==> src/rtl/rbi_pkg.sv <==
// Shared constants and types for the ray/box intersection unit.
`default_nettype none
package rbi_pkg;

    localparam int COORD_WIDTH_DEF = 32;
    localparam int FRAC_BITS       = 16;
    localparam int NUM_AXES        = 3;

    // axis codes for the chosen hit plane
    localparam logic [1:0] AXIS_X = 2'd0;
    localparam logic [1:0] AXIS_Y = 2'd1;
    localparam logic [1:0] AXIS_Z = 2'd2;

    // per-item classification: an in-box flag plus one bit per axis for each other field
    typedef struct packed {
        logic       in_box;
        logic [2:0] ok;
        logic [2:0] over;
        logic [2:0] below;
        logic [2:0] dneg;
    } t_ctrl;

    localparam int CTRL_WIDTH = $bits(t_ctrl);

endpackage
`default_nettype wire

==> src/rtl/rbi_front.sv <==
// Front end: classifies each axis against the box and forms divider operands.
`default_nettype none
module rbi_front
    import rbi_pkg::*;
#(
    parameter int COORD_WIDTH = COORD_WIDTH_DEF
) (
    input  logic                        i_clk,
    input  logic                        i_rst_n,
    input  logic                        i_take,
    input  logic [2:0][COORD_WIDTH-1:0] i_o,
    input  logic [2:0][COORD_WIDTH-1:0] i_h,
    input  logic [2:0][COORD_WIDTH-1:0] i_lo,
    input  logic [2:0][COORD_WIDTH-1:0] i_hi,
    output logic                        o_valid,
    output t_ctrl                       o_ctrl,
    output logic [2:0][COORD_WIDTH-1:0] o_o,
    output logic [2:0][COORD_WIDTH-1:0] o_lo,
    output logic [2:0][COORD_WIDTH-1:0] o_hi,
    output logic [2:0][COORD_WIDTH-1:0] o_dmag,
    output logic [2:0][COORD_WIDTH-1:0] o_nmag
);
    localparam int W  = COORD_WIDTH;
    localparam int CW = 2 * W + FRAC_BITS;

    logic [2:0]        n_below, n_above, n_ok, n_over, n_dneg;
    logic [2:0][W-1:0] n_dmag, n_nmag;
    t_ctrl             n_ctrl;

    logic              r_valid;
    t_ctrl             r_ctrl;
    logic [2:0][W-1:0] r_o, r_lo, r_hi, r_dmag, r_nmag;

    for (genvar g = 0; g < NUM_AXES; g++) begin : g_axis
        logic [W:0]    dlo, dho;
        logic [CW-1:0] lhs, rhs;
        assign n_below[g] = $signed(i_o[g]) < $signed(i_lo[g]);
        assign n_above[g] = !n_below[g] && ($signed(i_hi[g]) < $signed(i_o[g]));
        assign dlo = {i_lo[g][W-1], i_lo[g]} - {i_o[g][W-1], i_o[g]};
        assign dho = {i_o[g][W-1], i_o[g]} - {i_hi[g][W-1], i_hi[g]};
        assign n_nmag[g] = n_below[g] ? dlo[W-1:0] : dho[W-1:0];
        assign n_dneg[g] = i_h[g][W-1];
        assign n_dmag[g] = n_dneg[g] ? (~i_h[g] + 1'b1) : i_h[g];
        assign n_ok[g] = (n_below[g] | n_above[g]) && (n_dmag[g] != '0)
                         && (n_above[g] == n_dneg[g]);
        // quotient would reach 2^(W-1): saturate
        assign lhs = {{W{1'b0}}, n_nmag[g], {FRAC_BITS{1'b0}}};
        assign rhs = {{(FRAC_BITS + 1){1'b0}}, n_dmag[g], {(W - 1){1'b0}}};
        assign n_over[g] = lhs >= rhs;
    end

    always_comb begin
        n_ctrl.in_box = ~|(n_below | n_above);
        n_ctrl.ok     = n_ok;
        n_ctrl.over   = n_over;
        n_ctrl.below  = n_below;
        n_ctrl.dneg   = n_dneg;
    end

    always_ff @(posedge i_clk) begin
        if (!i_rst_n) begin
            r_valid <= 1'b0;
        end else begin
            r_valid <= i_take;
        end
    end

    always_ff @(posedge i_clk) begin
        if (i_take) begin
            r_ctrl <= n_ctrl;
            r_o    <= i_o;
            r_lo   <= i_lo;
            r_hi   <= i_hi;
            r_dmag <= n_dmag;
            r_nmag <= n_nmag;
        end
    end

    assign o_valid = r_valid;
    assign o_ctrl  = r_ctrl;
    assign o_o     = r_o;
    assign o_lo    = r_lo;
    assign o_hi    = r_hi;
    assign o_dmag  = r_dmag;
    assign o_nmag  = r_nmag;
endmodule
`default_nettype wire

==> config.mk <==
export PLATFORM = sky130hd
export DESIGN_NAME = rbi_front
export DESIGN_NICKNAME = d
export VERILOG_FILES = /design/src/rtl/rbi_pkg.sv /design/src/rtl/rbi_front.sv
export SDC_FILE = /design/constraint.sdc
export NUM_CORES = 1
export LEC_CHECK = 0
export BUFFER_PORTS_ARGS = -buffer_cell sky130_fd_sc_hd__buf_2
export CORE_AREA = 10 10 333 335
export CTS_CLUSTER_SIZE = 28
export DETAILED_ROUTE_END_ITERATION = 12
export DIE_AREA = 0 0 343 345
export SLEW_MARGIN = 20
export SYNTH_ARGS = -nofsm -noshare
export SYNTH_HDL_FRONTEND = slang
export SYNTH_SLANG_ARGS = --single-unit
==> constraint.sdc <==
create_clock -name i_clk -period 13.4 [get_ports i_clk]
set_input_delay 2.68 -clock i_clk [delete_from_list [all_inputs] [get_ports i_clk]]
set_output_delay 2.68 -clock i_clk [all_outputs]
set_load 0.05 [all_outputs]
==> metrics.cfg <==
[sta]
maxSlewHeadroom=0.193
fin_tns_setup_ns=0
finalHoldViolations=0
period_share=0.693
setup_viol_count_final=0
max_freq_mhz=108
worstMarginPinSlew_ns=1.21
rsz0062_at_grt=no
post-route-min-period_ns=9.28
finalMaxSlewViolations=0

[worst_hold_path]
worstHoldEndpoint=o_hi[67]$_DFFE_PP_
whs_path_depth=1
min_from=i_hi[67]
holdCritPathClass=in -> reg

[global_routing]
grt_util_all_layers=0.191
grt_max_degree=169
grt_pass1_wl_um=169000
grt_pass1_vias=25100
antenna_found_initial=10
overflow=0

[logic_synthesis]
synth_flop_cell=edfxtp_1
synth_warnings=0
synth_edf_count=493
yosys-top-cells-count=493 x edfxtp_1, 310 x inv_1, 246 x ha_1
synth.area.top_cells=edfxtp_1 50%, ha_1 10%, xnor2_1 4.7%
syn-cell-area_um2=29700
ys_types=75
ys_ff_latch=494
yosys.area.top_type=edfxtp_1
synth_top_area_share=0.499
async_flop_share=0
syn_inst=2713
avgSynthCellArea_um2=10.9
yosysMostFrequentCell=edfxtp_1
ys_seq_area_frac=0.499
synth_nets=3352

[die]
coreArea_um2=104000
pin_count=881
die_w_um=343
dieArea_um2=118000
die_y_um=345
rows=119
start_util=0.284

[clock_tree]
clkSlewWorstSetupHoldPaths_ns=0.06
clock_path_buffers=3
cts_hold_buffers=0
cts_tree=done
cts_sinks=494
cts_buffers=59
h-tree-depth=2
postCtsResizedCells=0
postCtsSetupBuffers=0
root_buffer=clkbuf_16

[pwr]
leakagePower_nw=16.7
p_seq_frac=0.371
power.total_mw=5.28
ir_drop_mv=0.106
switching_share=0.385
comb_power_share=0.342
power_density_nw_per_um2=140
p_sw_mw=2.03
p_int_mw=3.25
clkPwrFrac=0.287

[placed_design]
port_buffers=880
place_area_um2=35800
hpwl_um=100000
gp_congestion=0.922

[route]
dr.pass1.iters=6
wl_per_cell_um=23.6
wl_um=120000
via_count=25100
ant_nets=0
drt_iter0_markers=1872
drc_errors=0
via_per_inst=4.95

[critical_path]
worstSetupPathType=in -> reg
cpMaxStageDelayCell=a221oi_1
cp.required_ns=13.88
cpPeakStageDelay_ns=0.65
cp_max_fo=5
critPathLaunchType=input pin
worst_path_most_repeated_cell=a221oi_1
arrival_ns=9.77
setup.worst_path.end_class=flip-flop

[final_layout]
area_growth_pct=26.8
final_nets=4261
drive_gt1_frac=0.281
finalInstanceArea_um2=37600
post-route-util=0.360
fillers=10600

[run]
cap_viol_max_count=0

[status]
status=finished clean

==> through the flow <==
stage / worst slack, ns / hold WS [ns] / instances
floorplan: 5.71 / 2.78 / 2713
global placement: 3.45 / 2.87 / 4952
detailed placement: 3.47 / 2.87 / 4952
CTS: 4.15 / 2.15 / 5060
global route: 3.63 / 2.18 / 5063
finish: 4.12 / 2.23 / 5067
==> power by group through the flow <==
stage	Combinational, mW	Sequential, mW	Clock [mW]
CTS	1.81	1.96	1.57
detailed placement	1.80	1.99	0
finish	1.80	1.96	1.51
global route	1.92	1.97	1.62
floorplan	0.641	2.56	0
global placement	1.80	1.99	0
==> critical path, delay by kind of cell <==
kind,cells,cell delay [ns]
buffers and inverters,3,0.23
adders and majority gates,3,0.84
and+or+nand+nor,9,2.42
AOI/OAI and AO/OA,10,3.57
==> flip-flops by register name, summed over array words and instances, names as in the netlist <==
register  cells
o_ctrl       13
o_hi         96
o_nmag       96
o_valid       1
o_dmag       96
o_lo         96
o_o          96
==> cell type report <==
| cell class | count | area [µm²] | area share |
|---|---|---|---|
| Timing Repair Buffer | 892 | 4520 | 0.120 |
| Antenna cell | 7 | 17.5 | 0.000466 |
| Clock inverter | 37 | 273 | 0.00725 |
| Sequential cell | 494 | 14800 | 0.394 |
| Multi-Input combinational cell | 1865 | 13600 | 0.361 |
| Clock buffer | 71 | 1520 | 0.0404 |
| Inverter | 310 | 1160 | 0.0309 |
| Tap cell | 1391 | 1740 | 0.0463 |
==> worst max-delay path by stage <==
stage,slack [ns],to,startpoint
floorplan,5.71,o_ctrl[6]$_DFFE_PP_,i_lo[0]
global placement,3.45,o_ctrl[8]$_DFFE_PP_,i_o[64]
detailed placement,3.47,o_ctrl[8]$_DFFE_PP_,i_o[64]
CTS,4.15,o_ctrl[8]$_DFFE_PP_,i_o[64]
global route,3.63,o_ctrl[8]$_DFFE_PP_,i_o[64]
finish,4.12,o_ctrl[8]$_DFFE_PP_,i_o[64]
==> layout by cell type, fill, tap and decap left out, types with 27 or more instances in the layout <==
master / count
o21a_1: 30
xnor2_1: 158
nand4_1: 49
nor2b_1: 29
mux2i_1: 34
nand2_1: 173
inv_1: 310
nor3_1: 51
a21oi_1: 183
nor4_1: 27
o31ai_1: 32
a21o_1: 94
edfxtp_1: 493
nand3_1: 49
buf_2: 879
o21ai_0: 144
a31oi_1: 34
ha_1: 246
nand2b_1: 30
clkbuf_16: 59
xor2_1: 95
nor2_1: 120
==> routing by layer <==
metal	global-route usage	share of wire	up-vias	routed length, µm
li1	-	-	11900	-
met1	0.228	0.40	11900	47600
met2	0.323	0.47	1097	56800
met3	0.0528	0.089	205	10600
met4	0.0745	0.039	4	4720
met5	0	0.00023	-	27
==> logic make-up after synthesis <==
family	count (synthesis)	synth area share
xor+xnor	253	0.0747
buf+inv	354	0.0448
flops	494	0.499
fa+ha+maj	252	0.108
simple gates	643	0.111
compound gates	668	0.145
mux	49	0.0172
Power figures use the tool's default switching activity.
