==> src/rtl/rbi_pkg.sv <==
// Shared constants and types for the ray/box intersection unit.
`default_nettype none
package rbi_pkg;

    localparam int COORD_WIDTH_DEF = 32;
    localparam int FRAC_BITS       = 16;
    localparam int NUM_AXES        = 3;

    // axis codes for the chosen hit plane
    localparam logic [1:0] AXIS_X = 2'd0;
    localparam logic [1:0] AXIS_Y = 2'd1;
    localparam logic [1:0] AXIS_Z = 2'd2;

    // per-item classification: an in-box flag plus one bit per axis for each other field
    typedef struct packed {
        logic       in_box;
        logic [2:0] ok;
        logic [2:0] over;
        logic [2:0] below;
        logic [2:0] dneg;
    } t_ctrl;

    localparam int CTRL_WIDTH = $bits(t_ctrl);

endpackage
`default_nettype wire

==> src/rtl/rbi_queue.sv <==
// Two-entry queue between front end and back end.
`default_nettype none
module rbi_queue
    import rbi_pkg::*;
#(
    parameter int DATA_WIDTH = 8
) (
    input  logic                  i_clk,
    input  logic                  i_rst_n,
    input  logic                  i_push,
    input  logic [DATA_WIDTH-1:0] i_data,
    input  logic                  i_pop,
    output logic                  o_valid,
    output logic                  o_full,
    output logic [DATA_WIDTH-1:0] o_data
);
    logic [1:0]            r_count, n_count;
    logic [DATA_WIDTH-1:0] r_slot0, n_slot0, r_slot1, n_slot1;
    logic                  push, pop;

    assign o_valid = r_count != 2'd0;
    assign o_full  = r_count == 2'd2;
    assign o_data  = r_slot0;
    assign push    = i_push && !o_full;
    assign pop     = i_pop && o_valid;

    always_comb begin
        n_count = r_count;
        n_slot0 = r_slot0;
        n_slot1 = r_slot1;
        case ({push, pop})
            2'b10: begin
                if (r_count == 2'd0) n_slot0 = i_data;
                else                 n_slot1 = i_data;
                n_count = r_count + 2'd1;
            end
            2'b01: begin
                n_slot0 = r_slot1;
                n_count = r_count - 2'd1;
            end
            2'b11: begin
                if (r_count == 2'd1) begin
                    n_slot0 = i_data;
                end else begin
                    n_slot0 = r_slot1;
                    n_slot1 = i_data;
                end
            end
            default: ;
        endcase
    end

    always_ff @(posedge i_clk) begin
        if (!i_rst_n) begin
            r_count <= 2'd0;
        end else begin
            r_count <= n_count;
        end
    end

    always_ff @(posedge i_clk) begin
        r_slot0 <= n_slot0;
        r_slot1 <= n_slot1;
    end
endmodule
`default_nettype wire

==> config.mk <==
export PLATFORM = sky130hd
export DESIGN_NAME = rbi_queue
export DESIGN_NICKNAME = d
export VERILOG_FILES = /design/src/rtl/rbi_pkg.sv /design/src/rtl/rbi_queue.sv
export SDC_FILE = /design/constraint.sdc
export NUM_CORES = 1
export LEC_CHECK = 0
export BUFFER_PORTS_ARGS = -buffer_cell sky130_fd_sc_hd__buf_4
export CORE_ASPECT_RATIO = 0.9
export CORE_MARGIN = 4
export CORE_UTILIZATION = 54
export DETAILED_ROUTE_END_ITERATION = 10
export PLACE_DENSITY = 0.81
export SYNTH_ARGS = -nofsm -noshare
export SYNTH_HDL_FRONTEND = slang
export SYNTH_SLANG_ARGS = --single-unit
==> constraint.sdc <==
create_clock -name i_clk -period 6.25 [get_ports i_clk]
set_input_delay 1.25 -clock i_clk [delete_from_list [all_inputs] [get_ports i_clk]]
set_output_delay 1.25 -clock i_clk [all_outputs]
set_load 0.005 [all_outputs]
==> results of run 1 <==
[worst min-delay path by stage]
stage | end | cells past startpoint | from
global placement | r_count[0] | 2 | r_count[0]
detailed placement | o_data[7] | 1 | r_slot1[7]
finish | r_count[0] | 2 | r_count[0]
global route | o_data[3] | 1 | r_slot1[3]
CTS | r_count[0] | 2 | r_count[0]
floorplan | r_count[0] | 2 | r_count[0]
[worst register-to-register path, stage by stage (launching register included)]
cell and delay, ns:
dfxtp_1 0.36, inv_1 0.10, ha_1 0.22, nand2b_4 0.23, clkinv_8 0.09, ha_1 0.23
and2_1 0.22, a211oi_1 0.89
[placed cells by master (no fill, tap or decap)]
master    instances
nand2_4           1
nand2b_1          2
buf_4            21
edfxtp_1         16
inv_2             1
a22o_1            3
a211oi_1          1
o211ai_1          5
a21boi_1          1
nor2b_1           1
nand2b_4          1
clkbuf_4          3
clkinv_8          1
nand2_1           8
ha_1              8
nor2_1            1
a211o_1           1
dfxtp_1           2
o21ai_0           7
and2_1            2
clkbuf_8          1
inv_1             4
a21oi_2           1
xnor2_1           1
[metal layers]
metal	track usage, %	vias to the layer above
met5	0	-
met4	4.84	0
met3	4.85	2
met2	29.8	18
met1	16.2	285
li1	-	303
[registers in the layout, summed over array words and instances, names as in the netlist]
| register | flops |
|---|---|
| o_data | 8 |
| r_count | 2 |
| r_slot1 | 8 |
[cell type report]
type | count | area (sq um) | share of cell area (%)
Sequential cell | 18 | 520 | 47.0
Clock buffer | 4 | 36.3 | 3.28
Inverter | 6 | 35.0 | 3.16
Tap cell | 22 | 27.5 | 2.49
Multi-Input combinational cell | 44 | 330 | 29.8
Timing Repair Buffer | 21 | 158 | 14.2
[metrics by stage]
step                std cells  hold slack (ns)  power, mW  setup slack [ns]
global placement          111            0.508      0.368              3.00
CTS                       115            0.551      0.445              3.21
floorplan                  69            0.488      0.308              3.23
global route              115            0.567      0.472              3.09
finish                    115            0.536      0.439              3.23
detailed placement        111            0.530      0.377              2.90
[kinds of logic after synthesis]
kind of cell / after synthesis
AO/OA/AOI/OAI: 19
XOR/XNOR: 1
adder cells (fa/ha/maj): 8
buffers and inverters: 7
flip-flops: 18
AND/OR/NAND/NOR: 16
[power by group through the flow]
| stage | Sequential [mW] | Clock (mW) | Combinational, mW |
|---|---|---|---|
| 2_1_floorplan | 0.204 | 0 | 0.105 |
| 3_3_place_gp | 0.204 | 0 | 0.164 |
| 3_5_place_dp | 0.205 | 0 | 0.171 |
| 4_1_cts | 0.203 | 0.0703 | 0.171 |
| 5_1_grt | 0.206 | 0.0771 | 0.189 |
| 6_report | 0.202 | 0.0684 | 0.169 |
==> impl_table.tex, run 1 <==
\begin{tabular}{lr}
\hline
Metric & Value \\
\hline
\multicolumn{2}{l}{\textbf{Outcome}} \\
Run status & completed \\
\multicolumn{2}{l}{\textbf{Timing}} \\
Maximum clock skew at final layout & 0.00154 ns \\
Count of final max-slew check failures & 0 \\
Count of endpoints failing hold in the final timing report & 0 \\
Headroom to the max-slew limit & 23.5\% \\
Aggregate negative setup slack & 0 ns \\
Time the worst path needs with I/O delays and setup & just over 3 ns \\
Final period util & 48.2\% \\
Slew at the pin closest to its max-slew limit & 1.14 ns \\
Highest clock rate & between 300 and 400 MHz \\
Final setup violation count & 0 \\
Setup repair after global routing missed its margin & no \\
\multicolumn{2}{l}{\textbf{Global route}} \\
Total grt overflow & 0 \\
Number of antenna violations at the first check in global routing & 0 \\
Tot GR Track Use & 15.5\% \\
Number of global-route vias before repair & 588 \\
Pin count of the biggest net entering global routing & 11 \\
Wire length of the first global-routing pass & 2540 um \\
\multicolumn{2}{l}{\textbf{Setup path}} \\
Series of cell instances along the critical path & buf\_4, nand2b\_4, clkinv\_8, ha\_1, and2\_1, a211oi\_1 \\
Maximum cell stage delay along the critical path & 0.89 ns \\
Data arrival time of the worst path & just under 3 ns \\
Combined buffer and inverter count along the critical path & 2 \\
Required time at the worst-slack endpoint & 6.16 ns \\
Number of logic stages on the critical path including buffering & 6 \\
Class of the most critical setup path & primary input to flop \\
Slowest-stage cell, CP & a211oi\_1 \\
Depth of the worst register-to-register path & 7 \\
Reg2reg end & r\_slot1[2] \\
Startpoint of the worst-slack reg-to-reg timing path & r\_count[0] \\
Nature of the critical path startpoint & primary input \\
Crit path capture & r\_slot1[2] \\
Critical path capture point type & flop \\
Beginning of the critical path & i\_pop \\
R2R setup slack & 3.55 ns \\
Top Family by Delay on Critical Path & compound AO/OA/AOI/OAI gates \\
Max FO, Critical Path & 9 \\
\multicolumn{2}{l}{\textbf{CTS}} \\
Post-cts hold buffer count & 0 \\
CTS tree & built \\
Sink count of the clock tree & 18 \\
Clock-pin slew on the worst setup and hold paths & 0.09 ns \\
TritonCTS Buffers & 3 \\
Post-cts sizing count & 0 \\
Buffer cell driving the clock tree root & clkbuf\_4 \\
Number of buffers on the longest clock path & 2 \\
Number of H-tree branching levels & 1 \\
Worst-skew pair later-pin latency & 0.28 ns \\
Buffer count from post-CTS setup fixing & 0 \\
\multicolumn{2}{l}{\textbf{Detailed routing}} \\
Router iterations before antenna repair & 4 \\
Detailed Route Iter0 Violations & 14 \\
WL met3 & 81 um \\
Average via count per standard cell & 5.29 \\
Number of design rule violations left after detail routing & 0 \\
Vias & about 600 \\
Met2 Routed Length & 868 um \\
Top Layer Used & met4 \\
Antenna viol nets, final & 0 \\
Metal-1 WL & 626 um \\
Routed len/inst & 13.8 um \\
Final wirelength & 1590 um \\
\multicolumn{2}{l}{\textbf{Power and ir drop}} \\
Switching power share of the total & about a third \\
Switching component of the power & 0.139 mW \\
Total internal power & 0.300 mW \\
Leakage power & 0.465 nW \\
Sequential share of power & 46.0\% \\
Portion of total power attributed to the clock network & 15.6\% \\
Proportion of power drawn by combinational gates & 38.4\% \\
Largest vdd supply drop & 0.197 mV \\
P per Cell Area & 397 mW/mm\^{}2 \\
\multicolumn{2}{l}{\textbf{Placed design}} \\
Number of I/O port buffers & 21 \\
Post-detailed-placement half-perimeter wirelength & roughly 1300 um \\
Placed inst area & between 0.001 and 0.0015 sq mm \\
Final RePlAce weighted congestion & 0.846 \\
\multicolumn{2}{l}{\textbf{Finish}} \\
Diodes inserted & 0 \\
Area Growth Syn to Fin & 23.4\% \\
Filler Cells Inserted & 119 \\
Number of nets in the finished design & 114 \\
Cell area after layout & $\sim$0.0011 sq mm \\
Final core utilization & 73.2\% \\
Layout cells sized above 1 & between 30\% and 40\% \\
\multicolumn{2}{l}{\textbf{Yosys}} \\
Area share of fa/ha/maj cells after synthesis & $\sim$11\% \\
Fraction of post-synthesis cell area in the top cell type by area & 53.6\% \\
Post-synth EDFFs & 16 \\
Library cell occupying the most area in the post-synthesis netlist & edfxtp\_1 \\
Dominant combinational cell family by area after synthesis & compound AO/OA/AOI/OAI gates \\
Most numerous cell types in the synthesized netlist & 16 x edfxtp\_1, 8 x ha\_1, 8 x nand2\_1 \\
Warning count from the yosys run & 0 \\
Simple-Gate Fraction of Synth Area & 10.0\% \\
Post-Synthesis Net Count & 89 \\
Total of flip-flops plus latches after synthesis & 18 \\
Average instance area after synthesis & 13.0 sq um \\
Post-synthesis compound-gate area fraction & between 10\% and 20\% \\
Top FF cell, synth & edfxtp\_1 \\
Post-synthesis xor/xnor area fraction & 0.976\% \\
Most frequent cell after synthesis & edfxtp\_1 \\
Proportion of synthesized chip area in sequential cells & 58.0\% \\
Fraction of synthesized area in multiplexers & 0\% \\
Async set-reset flop share out of synthesis & 0\% \\
Cell variety after synth & 22 \\
Top post-synthesis cells by area & edfxtp\_1 54\%, ha\_1 11\%, dfxtp\_1 4.5\% \\
Mapped Cells & 69 \\
Netlist area before placement & 897 sq um \\
\multicolumn{2}{l}{\textbf{Die}} \\
Chip Width & slightly above 50 um \\
DIE HEIGHT & 46.7 um \\
I/O Pins & 22 \\
Starting Density & 59.3\% \\
Placeable core region & 0.00151 sq mm \\
Std cell rows & 13 \\
Total die area & 0.00238 sq mm \\
\multicolumn{2}{l}{\textbf{Run}} \\
Max cap viols & 0 \\
\multicolumn{2}{l}{\textbf{Min path}} \\
Worst hold-check path type & flop to flop \\
\hline
\end{tabular}
(Power assumes the default switching activity.)
==> inputs of run 2 (changes only) <==
--- a/config.mk
+++ b/config.mk
@@ -5,12 +5,13 @@
 export SDC_FILE = /design/constraint.sdc
 export NUM_CORES = 1
 export LEC_CHECK = 0
+export ABC_AREA = 1
 export BUFFER_PORTS_ARGS = -buffer_cell sky130_fd_sc_hd__buf_4
 export CORE_ASPECT_RATIO = 0.9
 export CORE_MARGIN = 4
-export CORE_UTILIZATION = 54
+export CORE_UTILIZATION = 51
 export DETAILED_ROUTE_END_ITERATION = 10
-export PLACE_DENSITY = 0.81
+export PLACE_DENSITY = 0.76
 export SYNTH_ARGS = -nofsm -noshare
 export SYNTH_HDL_FRONTEND = slang
 export SYNTH_SLANG_ARGS = --single-unit
==> constraint.sdc (replaced) <==
create_clock -name i_clk -period 3.15 [get_ports i_clk]
set_input_delay 0.63 -clock i_clk [delete_from_list [all_inputs] [get_ports i_clk]]
set_output_delay 0.63 -clock i_clk [all_outputs]
set_load 0.005 [all_outputs]
==> impl_table.tex, run 2 <==
\begin{tabular}{lr}
\hline
Metric & Value \\
\hline
\multicolumn{2}{l}{\textbf{Global route}} \\
Tot GR Track Use & 15.3\% (-0.18 points) \\
Number of global-route vias before repair & 606 (+3.1\%) \\
Total grt overflow & 0 (unchanged) \\
Pin count of the biggest net entering global routing & 11 (unchanged) \\
Number of antenna violations at the first check in global routing & 0 (unchanged) \\
Wire length of the first global-routing pass & 2910 um (+15\%) \\
\multicolumn{2}{l}{\textbf{CTS}} \\
TritonCTS Buffers & 3 (unchanged) \\
Number of buffers on the longest clock path & 2 (unchanged) \\
Clock-pin slew on the worst setup and hold paths & 0.10 ns (about the same) \\
CTS tree & built \\
Post-cts sizing count & 0 (unchanged) \\
Buffer count from post-CTS setup fixing & 0 (unchanged) \\
Sink count of the clock tree & 18 (unchanged) \\
Number of H-tree branching levels & 1 (unchanged) \\
Worst-skew pair later-pin latency & 0.29 ns (about the same) \\
Post-cts hold buffer count & 0 (unchanged) \\
Buffer cell driving the clock tree root & clkbuf\_4 \\
\multicolumn{2}{l}{\textbf{Power and ir drop}} \\
Largest vdd supply drop & 0.557 mV (+180\%) \\
Switching power share of the total & 38.4\% (+6.7 points) \\
Proportion of power drawn by combinational gates & 46.7\% (+8.3 points) \\
Switching component of the power & 0.386 mW (+180\%) \\
P per Cell Area & 859 mW/mm\^{}2 (+120\%) \\
Sequential share of power & 41.7\% (-4.3 points) \\
Portion of total power attributed to the clock network & 11.5\% (-4.1 points) \\
Overall power & 1.01 mW (+130\%) \\
Leakage power & 0.582 nW (+25\%) \\
Total internal power & 0.620 mW (+110\%) \\
\multicolumn{2}{l}{\textbf{Run}} \\
Max cap viols & 0 (unchanged) \\
\multicolumn{2}{l}{\textbf{Yosys}} \\
Warning count from the yosys run & 0 (unchanged) \\
Cell variety after synth & 15 (-32\%) \\
Proportion of synthesized chip area in sequential cells & 54.4\% (-3.6 points) \\
Post-synth EDFFs & 16 (unchanged) \\
Async set-reset flop share out of synthesis & 0\% (unchanged) \\
Mapped Cells & 103 (+49\%) \\
Library cell occupying the most area in the post-synthesis netlist & edfxtp\_1 \\
Total of flip-flops plus latches after synthesis & 18 (unchanged) \\
Average instance area after synthesis & 9.29 sq um (-29\%) \\
Fraction of post-synthesis cell area in the top cell type by area & 50.2\% (-3.4 points) \\
Top FF cell, synth & edfxtp\_1 \\
Most numerous cell types in the synthesized netlist & 35 x nand2\_1, 19 x inv\_1, 16 x edfxtp\_1 \\
Top post-synthesis cells by area & edfxtp\_1 50\%, nand2\_1 14\%, ha\_1 10\% \\
Netlist area before placement & 957 sq um (+6.7\%) \\
Most frequent cell after synthesis & nand2\_1 \\
Post-Synthesis Net Count & 123 (+38\%) \\
\multicolumn{2}{l}{\textbf{Die}} \\
Starting Density & 55.8\% (-3.5 points) \\
I/O Pins & 22 (unchanged) \\
Std cell rows & 14 (+1) \\
Placeable core region & 0.00172 sq mm (+13\%) \\
DIE HEIGHT & 49.1 um (+5.2\%) \\
Chip Width & 53.7 um (+5.3\%) \\
Total die area & 0.00263 sq mm (+11\%) \\
\multicolumn{2}{l}{\textbf{Setup path}} \\
Nature of the critical path startpoint & flop \\
Critical path capture point type & flop \\
Required time at the worst-slack endpoint & 3.08 ns (-3.08 ns) \\
Reg2reg end & r\_slot1[1] \\
R2R setup slack & 0.96 ns (-2.59 ns) \\
Startpoint of the worst-slack reg-to-reg timing path & r\_count[0] \\
Data arrival time of the worst path & 2.12 ns (-0.81 ns) \\
Class of the most critical setup path & flop to flop \\
Depth of the worst register-to-register path & 6 (-1) \\
Max FO, Critical Path & 8 (-1) \\
\multicolumn{2}{l}{\textbf{Timing}} \\
Slew at the pin closest to its max-slew limit & 1.16 ns (+0.0280 ns) \\
Setup repair after global routing missed its margin & no \\
Count of endpoints failing hold in the final timing report & 0 (unchanged) \\
Maximum clock skew at final layout & 0.00677 ns (+0.00523 ns) \\
Highest clock rate & between 400 and 500 MHz \\
Headroom to the max-slew limit & 21.6\% (-1.9 points) \\
Time the worst path needs with I/O delays and setup & 2.19 ns \\
Aggregate negative setup slack & 0 ns (unchanged) \\
Final setup violation count & 0 (unchanged) \\
Count of final max-slew check failures & 0 (unchanged) \\
Final period util & slightly below 70\% \\
\multicolumn{2}{l}{\textbf{Placed design}} \\
Number of I/O port buffers & 21 (unchanged) \\
Final RePlAce weighted congestion & 0.812 (-4.0\%) \\
Post-detailed-placement half-perimeter wirelength & 1380 um (+3.8\%) \\
\multicolumn{2}{l}{\textbf{Finish}} \\
Leading cell types in the layout, fill and taps excluded & 35 x nand2\_1, 21 x buf\_4, 19 x inv\_1, 16 x edfxtp\_1, 11 x nor2\_1 \\
Number of nets in the finished design & 149 (+31\%) \\
Final core utilization & 68.2\% (-5.0 points) \\
Area Growth Syn to Fin & 22.4\% \\
Most common cell after layout, fill and taps aside & nand2\_1 \\
Layout cells sized above 1 & 25.0\% (-7.3 points) \\
Diodes inserted & 0 (unchanged) \\
\multicolumn{2}{l}{\textbf{Min path}} \\
Worst Hold End & r\_slot1[4] \\
Count of cells along the worst hold path & 1 (-1) \\
Hold wc startpoint & i\_data[4] \\
Worst hold-check path type & primary input to flop \\
\multicolumn{2}{l}{\textbf{Detailed routing}} \\
Antenna viol nets, final & 0 (unchanged) \\
Vias & 700 (+15\%) \\
Detailed Route Iter0 Violations & 22 (+8) \\
Average via count per standard cell & 4.61 (-13\%) \\
Routed len/inst & 11.5 um (-17\%) \\
Final wirelength & 1750 um (+10\%) \\
Router iterations before antenna repair & 4 (unchanged) \\
Number of design rule violations left after detail routing & 0 (unchanged) \\
\multicolumn{2}{l}{\textbf{Outcome}} \\
Run status & completed \\
\hline
\end{tabular}
-- run 2: cells by family (layout without fill, tap and decap cells) --
kind of cell | count (synthesis) | in the layout | share of synthesized area [%]
AOI/OAI and AO/OA | 5 | 5 | 4.18
buffers and inverters | 21 | 46 | 8.24
adders and majority gates | 8 | 8 | 10.5
and+or+nand+nor | 51 | 51 | 22.7
DFF | 18 | 18 | 54.4
-- run 2: routing by layer --
layer	wire length (um)	global-route usage [%]	part of all wire (%)
met1	738	20.4	42
met2	855	23.8	49
met3	126	2.75	7.2
met4	32	6.38	1.8
met5	0	0	0
-- run 2: power groups by stage --
stage	Clock (mW)	Sequential, mW	Combinational, mW
2_1_floorplan	0	0.424	0.295
3_3_place_gp	0	0.422	0.461
3_5_place_dp	0	0.426	0.476
4_1_cts	0.119	0.421	0.479
5_1_grt	0.133	0.427	0.534
6_report	0.116	0.420	0.470
-- run 2: cell type report --
| type | instances | area [sq um] |
|---|---|---|
| sequential | 18 | 520 |
| multi-input combinational | 64 | 358 |
| inverter | 21 | 78.8 |
| fill | 153 | 546 |
| tap | 24 | 30.0 |
| clock buffer | 3 | 22.5 |
| clock inverter | 1 | 3.75 |
| timing repair buffer | 21 | 158 |
-- run 2: worst max-delay path by stage --
stage          startpoint    endpoint  slack [ns]  cells past startpoint
2_1_floorplan      i_push  r_slot1[0]        1.20                      6
5_1_grt        r_count[0]  r_slot1[1]        0.78                      8
3_5_place_dp       i_push  r_slot1[4]        0.90                      7
4_1_cts        r_count[0]   o_data[5]        0.91                      5
3_3_place_gp       i_push  r_slot1[4]        0.99                      7
6_report       r_count[0]  r_slot1[1]        0.96                      6
-- run 2: critical path, cell delays in order, from the launching register on --
cell and delay, ns:
dfxtp_1 0.42, inv_1 0.09, ha_1 0.27, nor2_4 0.22, ha_1 0.24, nor2_1 0.06
nor2_1 0.53
-- run 2: stage by stage --
step	hold WS, ns	worst slack [ns]	cell area [sq um]	cells
2_1_floorplan	0.486	1.20	957	103
3_3_place_gp	0.500	0.995	1140	148
3_5_place_dp	0.520	0.904	1140	148
4_1_cts	0.506	0.911	1170	152
5_1_grt	0.494	0.778	1170	152
6_report	0.515	0.962	1170	152
